**config.mk**
```make
export PLATFORM = sky130hd
export DESIGN_NAME = ttbl_ctrl
export DESIGN_NICKNAME = d
export VERILOG_FILES = /design/src/rtl/ttbl_pkg.sv /design/src/rtl/ttbl_ctrl.sv
export SDC_FILE = /design/constraint.sdc
export NUM_CORES = 1
export LEC_CHECK = 0
export BUFFER_PORTS_ARGS = -buffer_cell sky130_fd_sc_hd__buf_2
export CORE_AREA = 4 4 41 43
export DETAILED_ROUTE_END_ITERATION = 8
export DIE_AREA = 0 0 45 47
export SLEW_MARGIN = 10
export SYNTH_ARGS = -nofsm -noshare
export SYNTH_HDL_FRONTEND = slang
export SYNTH_SLANG_ARGS = --single-unit
```
**constraint.sdc**
```tcl
create_clock -name aclk -period 2 [get_ports aclk]
set_input_delay 0.1 -clock aclk [delete_from_list [all_inputs] [get_ports aclk]]
set_output_delay 0.1 -clock aclk [all_outputs]
set_load 0.02 [all_outputs]
```
**src/rtl/ttbl_pkg.sv**
```systemverilog
package ttbl_pkg;

    localparam int TENANT_W   = 8;
    localparam int LEVEL_W    = 26;
    localparam int CAP_W      = 16;
    localparam int RATE_W     = 20;
    localparam int CONC_W     = 16;
    localparam int STATUS_W   = 2;
    localparam int CFG_IDX_W  = 2;
    localparam int CFG_DATA_W = 20;

    // 1/1024 token fixed point
    localparam int TOKEN_SHIFT = 10;
    localparam logic [LEVEL_W-1:0] TOKEN_ONE = LEVEL_W'(1) << TOKEN_SHIFT;

    // elapsed ticks at or above this fill the bucket whenever the rate is nonzero
    localparam int SAT_SHIFT = 27;
    localparam int PROD_W    = SAT_SHIFT + RATE_W;

    localparam logic [CFG_IDX_W-1:0] CFG_CAPACITY = 2'd0;
    localparam logic [CFG_IDX_W-1:0] CFG_RATE     = 2'd1;
    localparam logic [CFG_IDX_W-1:0] CFG_MAX_CONC = 2'd2;

    localparam logic [CAP_W-1:0]  CAPACITY_RST = 16'd100;
    localparam logic [RATE_W-1:0] RATE_RST     = 20'd1024;
    localparam logic [CONC_W-1:0] MAX_CONC_RST = 16'd16;

    localparam logic CMD_ACQUIRE = 1'b0;
    localparam logic CMD_RELEASE = 1'b1;

    localparam logic [STATUS_W-1:0] ST_OK        = 2'd0;
    localparam logic [STATUS_W-1:0] ST_EXHAUSTED = 2'd1;
    localparam logic [STATUS_W-1:0] ST_CAP       = 2'd2;
    localparam logic [STATUS_W-1:0] ST_IGNORED   = 2'd3;

    typedef struct packed {
        logic accept;     // latch request, start table read
        logic calc;       // elapsed time and refill product
        logic writeback;  // table update and result load
    } ctrl_cmd_t;

endpackage

```
**src/rtl/ttbl_ctrl.sv**
```systemverilog
module ttbl_ctrl (
    input  logic                 aclk,
    input  logic                 aresetn,
    input  logic                 s_tvalid,
    output logic                 s_tready,
    output logic                 m_tvalid,
    input  logic                 m_tready,
    output ttbl_pkg::ctrl_cmd_t  cmd
);
    import ttbl_pkg::*;

    localparam logic [1:0] S_IDLE = 2'd0;
    localparam logic [1:0] S_CALC = 2'd1;
    localparam logic [1:0] S_WB   = 2'd2;

    logic [1:0] state_reg, state_next;
    logic       out_valid_reg, out_valid_next;
    logic       out_free;

    assign s_tready = (state_reg == S_IDLE);
    assign m_tvalid = out_valid_reg;
    assign out_free = !out_valid_reg || m_tready;

    always_comb begin
        cmd.accept    = s_tvalid && s_tready;
        cmd.calc      = (state_reg == S_CALC);
        cmd.writeback = (state_reg == S_WB) && out_free;
    end

    always_comb begin
        state_next = state_reg;
        unique case (state_reg)
            S_IDLE: begin
                if (s_tvalid) state_next = S_CALC;
            end
            S_CALC: state_next = S_WB;
            S_WB: begin
                // hold until the result slot can take the beat
                if (out_free) state_next = S_IDLE;
            end
            default: state_next = S_IDLE;
        endcase
    end

    always_comb begin
        out_valid_next = out_valid_reg;
        if (cmd.writeback) out_valid_next = 1'b1;
        else if (m_tready) out_valid_next = 1'b0;
    end

    always_ff @(posedge aclk) begin
        if (!aresetn) begin
            state_reg     <= S_IDLE;
            out_valid_reg <= 1'b0;
        end else begin
            state_reg     <= state_next;
            out_valid_reg <= out_valid_next;
        end
    end

endmodule

```
==> impl_summary.txt, run 1 <==
----------------------------------------------------
[Outcome]
  Status ... finished, final reports clean

[Clock tree]
  Resized Gates After CTS ... 0
  Hold buffers post-CTS ... 0
  Post-CTS setup repair buffer count ... 0
  Cell at the root of the clock tree ... clkbuf_4
  CTS clk-pin slew, worst paths ... 40 ps
  Inserted Clock Buffers ... 3
  H-tree levels ... 1
  Clock Tree Buf Depth ... 2
  Clock sink count ... 3
  Insertion delay of the later-clocked pin in the worst-skew pair ... 230 ps
  CTS tree ... yes

[Synthesis]
  Portion of synthesized cell area occupied by the leading cell type ... 41.0%
  Dominant cell by count in the synthesized netlist ... dfxtp_1
  Yosys warnings ... 0
  Cells after Synth ... 14
  Post-synthesis sequential element count ... 3
  Top area cells in the synthesized netlist ... dfxtp_1, and4bb_1, nand2b_1, nor3b_2, and2b_4
  Synth async-reset ratio ... 0%
  Commonest cells in the synthesized netlist ... dfxtp_1, nand2b_1
  Commonest register cell after synthesis ... dfxtp_1
  Post-Syn Nets ... 18
  Post-synth EDFFs ... 0
  Distinct cell type count after synthesis ... 11
  Sequential share of the synthesized area ... 41.0%
  Mean Syn Cell Area ... 10.5 um2
  Cell taking the most area after synthesis ... dfxtp_1
  Post-Syn Area ... 146 um2

[Global routing]
  Initial antenna violation count ... 0
  Via count of the first global-routing pass ... 144
  Global router's overall resource usage ... 4.42%
  First-pass GRT wire length ... 510 um
  Pin count of the biggest net entering global routing ... 6
  Overflow after GRT ... 0

[STA]
  Slew @ Worst Pin ... 169 ps
  Number of hold violations in the final report ... 0
  Share of the clock period used by the worst path after layout ... 54.8%
  Minimum clock period ... 1100 ps
  Number of max-slew violations in the final report ... 0
  Final setup skew ... 1.13 ps
  RSZ-0062 raised after global routing ... false
  Worst rel slew slack ... 88.7%
  Final setup vio count ... 0
  Fmax ... 912 MHz
  Final TNS setup ... 0 ps

[Worst setup path]
  Critical Path Max Stage Delay ... 340 ps
  Ordered cell list for the critical path ... nand2b_1 -> nor2b_1 -> buf_2
  Crit path max-delay cell type ... dfxtp_1
  R2r endpoint ... state_reg[1]
  Critical path launch point type ... register
  Critical R2R Launch ... state_reg[1]
  Number of buffers and inverters on the critical path ... 1
  Category of the critical setup timing path ... register to primary output
  Endpoint kind of the worst setup timing path ... primary output
  Family with the most delay on the worst path ... flip-flops
  Req. time, crit path ... 1900 ps
  Critical Path AT ... 1000 ps
  Maximum net fanout on the critical path ... 5
  Worst reg2reg setup slack ... 1120 ps
  Worst Reg-to-Reg Cells ... 2

[Finish]
  Largest register FFs ... 2
  Area of the multi-input gates ... 78.8 um2
  Final Net Count ... 30
  Ratio of cells with drive above 1 in the final layout ... 52.0%
  Syn-to-layout area delta ... 53.0%
  Diode count ... 0
  Final core utilization ... 17.2%
  Number of filler instances in the final layout ... 160
  Sequential standard cell area ... 60.1 um2

[Power and ir drop]
  Power Total ... 0.200 mW
  Pwr dens ... 892 nW/um2
  Peak supply drop ... 0.148 mV
  Static Leakage ... 0.104 nW

[Route]
  DRT iter0 DRCs ... 0
  Detail Route Antenna Nets ... 0
  Drt pass-1 iters ... 1
  Via count ... 134
  Average vias per placed instance ... 3.35
  Final routed DRC violation total ... 0
  Average wire length per cell after detail routing ... 8.53 um
  Total routed wirelength ... 341 um

[Floorplanning]
  Core Footprint ... 1300 um2
  Die X-Extent ... 45 um
  DIE AREA ... 2120 um2
  Number of I/O pins ... 9
  Die height ... 47 um
  Number of placement rows ... 13
  Initial Util ... 11.2%

[Placed design]
  Number of buffer cells added on primary ports ... 8
  Final weighted congestion in routability-driven placement ... 0.656

[Hold path]
  Hold Path Class ... primary input to register
  Hold Crit Start ... aresetn
  Number of cells traversed by the worst hold path ... 2
  Hold-critical path endpoint ... state_reg[1]

[Job]
  Count of max-cap constraint violations ... 0

----------------------------------------------------
layout by cell type (no fill, tap or decap):
cell / count
a21boi_0: 1
and2_1: 1
and2b_4: 1
and4bb_1: 1
buf_2: 8
clkbuf_1: 1
clkbuf_4: 3
dfxtp_1: 3
nand2b_1: 2
nor2_1: 1
nor2b_1: 1
nor3b_2: 1
o21a_1: 1
per-layer routing:
metal | vias up | share of wire [%] | track usage [%]
li1 | 67 | - | -
met1 | 56 | 31 | 2.49
met2 | 9 | 48 | 5.65
met3 | 2 | 17 | 3.83
met4 | 0 | 4.1 | 8.77
met5 | - | 0 | 0
stage by stage:
stage	setup WS, ps	cells	hold slack (ps)	area, um2
2_1_floorplan	1080	14	217	146
3_3_place_gp	1120	36	338	198
3_5_place_dp	1120	36	337	198
4_1_cts	882	40	89.5	224
5_1_grt	829	40	102	224
6_report	904	40	94.4	224
area by class of cell:
type,instances,share of cell area [%]
Multi-Input combinational cell,10,35.2
Sequential cell,3,26.8
Timing Repair Buffer,8,17.9
Clock buffer,4,11.7
Tap cell,15,8.38
report_power, final:
group / total, mW / switching, mW / internal [mW]
clock: 0.107 / 0.0324 / 0.0748
combinational: 0.0265 / 0.0138 / 0.0128
sequential: 0.0661 / 0.00308 / 0.0630
cell families after synthesis:
logic type             Yosys count  synth area share [%]
buffers and inverters            1                  5.13
DFF                              3                  41.0
and+or+nand+nor                  8                  43.6
AOI/OAI and AO/OA                2                  10.3
worst max path at each step:
| stage | end | start | cells past startpoint |
|---|---|---|---|
| 4_1_cts | cmd[0] | state_reg[0] | 3 |
| 3_5_place_dp | state_reg[1] | state_reg[1] | 2 |
| 5_1_grt | cmd[0] | state_reg[0] | 3 |
| 6_report | cmd[0] | state_reg[0] | 3 |
| 3_3_place_gp | state_reg[1] | state_reg[1] | 2 |
| 2_1_floorplan | state_reg[0] | state_reg[1] | 2 |
Note: power is estimated with default switching activity, not from simulation.
==> run 2, diff against run 1 <==
Settings changed: ABC_AREA set to 1.
Clock period 2 ns to 1 ns, I/O delays scaled along.
==> run 2 against run 1 <==
Against the previous run:
- die area did not move
- total power rose by 110%
- largest power group unchanged
- highest routed layer is now met3
- area after synthesis rose by 7.7%
- sequential share of layout area fell by 4.3 points
- largest cell class unchanged
- critical endpoint is now cmd[2]
- clock skew is 0.78 ps higher
- critical path depth grew 1
==> impl_summary.txt, run 2 <==
----------------------------------------------------
[Worst setup path]
  Worst Reg-to-Reg Cells ... 4 (+2)
  Critical R2R Launch ... m_tvalid
  Worst reg2reg setup slack ... 180 ps (-940 ps)
  Worst setup startpoint ... state_reg[0]
  Req. time, crit path ... 950 ps (-950 ps)
  Endpoint of the worst setup timing path ... cmd[2]
  Critical Path AT ... 920 ps (-80 ps)
  Critical path launch point type ... register
  R2r endpoint ... m_tvalid
  Category of the critical setup timing path ... register to primary output
  Maximum net fanout on the critical path ... 4 (-1)
  Endpoint kind of the worst setup timing path ... primary output

[Route]
  Via count ... 164 (+22%)
  Average wire length per cell after detail routing ... 7.90 um (-7.4%)
  Detail Route Antenna Nets ... 0 (unchanged)
  Average vias per placed instance ... 3.35 (about the same)
  Total routed wirelength ... 387 um (+13%)
  DRT iter0 DRCs ... 1 (+1)
  Drt pass-1 iters ... 2 (+1)
  Final routed DRC violation total ... 0 (unchanged)

[Synthesis]
  Commonest cells in the synthesized netlist ... inv_1, dfxtp_1, nand2_1
  Cells after Synth ... 21 (+7)
  Post-synthesis sequential element count ... 3 (unchanged)
  Dominant cell by count in the synthesized netlist ... inv_1
  Commonest register cell after synthesis ... dfxtp_1
  Distinct cell type count after synthesis ... 12 (+1)
  Top area cells in the synthesized netlist ... dfxtp_1, inv_1, nand2_1, nor2_4, nor3_2
  Synth async-reset ratio ... 0% (unchanged)
  Post-synth EDFFs ... 0 (unchanged)
  Post-Syn Area ... 158 um2 (+7.7%)
  Cell taking the most area after synthesis ... dfxtp_1
  Portion of synthesized cell area occupied by the leading cell type ... 38.1% (-2.9 points)
  Post-Syn Nets ... 25 (+7)
  Yosys warnings ... 0 (unchanged)
  Sequential share of the synthesized area ... 38.1% (-2.9 points)
  Mean Syn Cell Area ... 7.51 um2 (-28%)

[Finish]
  Ratio of cells with drive above 1 in the final layout ... 70.6% (+19 points)
  Syn-to-layout area delta ... 83.3%
  Final Net Count ... 39 (+30%)
  Top library cells by usage in the layout, fill and taps aside ... inv_1, buf_2, buf_4, clkbuf_4
  Largest register FFs ... 2 (unchanged)
  Number of filler instances in the final layout ... 154 (-3.8%)
  Diode count ... 0 (unchanged)
  Count of placed standard cells in the final layout, fillers left out ... 49 (+23%)

[Clock tree]
  Clock Tree Buf Depth ... 2 (unchanged)
  H-tree levels ... 1 (unchanged)
  Cell at the root of the clock tree ... clkbuf_4
  Hold buffers post-CTS ... 0 (unchanged)
  CTS clk-pin slew, worst paths ... 40 ps (about the same)
  Clock sink count ... 3 (unchanged)
  CTS tree ... yes
  Inserted Clock Buffers ... 3 (unchanged)
  Insertion delay of the later-clocked pin in the worst-skew pair ... 230 ps (about the same)

[STA]
  Number of hold violations in the final report ... 0 (unchanged)
  Final setup skew ... 1.91 ps (+0.777 ps)
  Share of the clock period used by the worst path after layout ... 97.4%
  Final setup vio count ... 0 (unchanged)
  Fmax ... 1030 MHz
  Worst rel slew slack ... 91.5% (+2.8 points)
  Slew @ Worst Pin ... 127 ps (-42.3 ps)
  RSZ-0062 raised after global routing ... true
  Number of max-slew violations in the final report ... 0 (unchanged)
  Worst setup slack after layout ... 26.3 ps (-877 ps)
  Minimum clock period ... 974 ps

[Floorplanning]
  Die height ... 47 um (unchanged)
  Core Footprint ... 1300 um2 (unchanged)
  Number of placement rows ... 13 (unchanged)
  Number of I/O pins ... 9 (unchanged)
  Initial Util ... 12.1% (+0.87 points)
  Die X-Extent ... 45 um (unchanged)
  DIE AREA ... 2120 um2 (unchanged)

[Global routing]
  Initial antenna violation count ... 0 (unchanged)
  Overflow after GRT ... 0 (unchanged)
  First-pass GRT wire length ... 538 um (+5.5%)
  Via count of the first global-routing pass ... 133 (-7.6%)
  Global router's overall resource usage ... 4.19% (-0.23 points)
  Pin count of the biggest net entering global routing ... 5 (-1)

[Placed design]
  Placed cell count ... 43 (+19%)
  Worst setup slack after placement ... 217 ps (-903 ps)
  Number of buffer cells added on primary ports ... 8 (unchanged)
  Final weighted congestion in routability-driven placement ... 0.624 (-4.9%)
  Sum of net half-perimeters after detailed placement ... 276 um

[Power and ir drop]
  Static Leakage ... 0.140 nW (+34%)
  Power Total ... 0.421 mW (+110%)
  Pwr dens ... 1460 nW/um2 (+63%)
  Peak supply drop ... 0.459 mV (+210%)

[Hold path]
  Hold Path Class ... primary input to register

[Job]
  Count of max-cap constraint violations ... 0 (unchanged)

[Outcome]
  Status ... finished, final reports clean

----------------------------------------------------
## run 2: cell count changes in the layout (fill, tap and decap cells not counted), sizes merged, moves of 2 or more
cell,delta
nor2,+2
nand2,+3
inv,+7
nor3,+2
buf,+2
nand2b,-2
## run 2: per-stage QoR
step	hold slack (ps)	setup TNS [ps]	utilization [%]	cell area (um2)
detailed placement	271	0	16.1	209
finish	44.5	0	22.2	289
CTS	36.9	0	19.1	249
global route	33.1	-41.2	22.2	289
global placement	271	0	16.1	209
floorplan	168	0	-	158
## run 2: kinds of logic after synthesis
| kind of cell | Yosys count | synth area share, % |
|---|---|---|
| flops | 3 | 38.1 |
| compound gates | 2 | 10.3 |
| buf+inv | 8 | 21.4 |
| simple gates | 8 | 30.2 |
## run 2: repair_timing
action,in CTS,in global routing
resized for setup,5,9
buffers inserted,0,2
pin swaps,0,2
endpoints found under the setup margin,3,4
## run 2: report_power, final
group	switching [mW]	internal, mW	total, mW
clock network	0.0591	0.149	0.208
registers	0.00547	0.126	0.131
logic	0.0471	0.0344	0.0815
total	0.112	0.309	0.421
## run 2: final cells by class
cell class / instances / area [um2] / area share (%)
repair buffers: 10 / 66.3 / 22.9
inverters: 7 / 28.8 / 9.96
multi-input cells: 10 / 83.8 / 29.0
clock buffers: 4 / 26.3 / 9.09
flip-flops and latches: 3 / 65.1 / 22.5
well taps: 15 / 18.8 / 6.49
## run 2: how the worst min path moves through the flow
stage               slack, ps  cells past startpoint  startpoint        to
floorplan                 170                      1     aresetn  m_tvalid
global placement          270                      2     aresetn  m_tvalid
detailed placement        270                      2     aresetn  m_tvalid
CTS                        40                      2     aresetn  m_tvalid
global route               30                      2     aresetn  m_tvalid
finish                     40                      2     aresetn  m_tvalid
## run 2: layer usage
metal	vias up	wire length [um]	GRT usage, %
li1	84	-	-
met1	72	145	3.42
met2	8	185	5.08
met3	0	56	4.21
met4	0	0	5.26
met5	-	0	0
## run 2: worst max-delay path: stages, from the launching register on
cell and delay (ps):
dfxtp_4 350, inv_2 70, nand2_4 60, nor2_4 100
buf_6 110
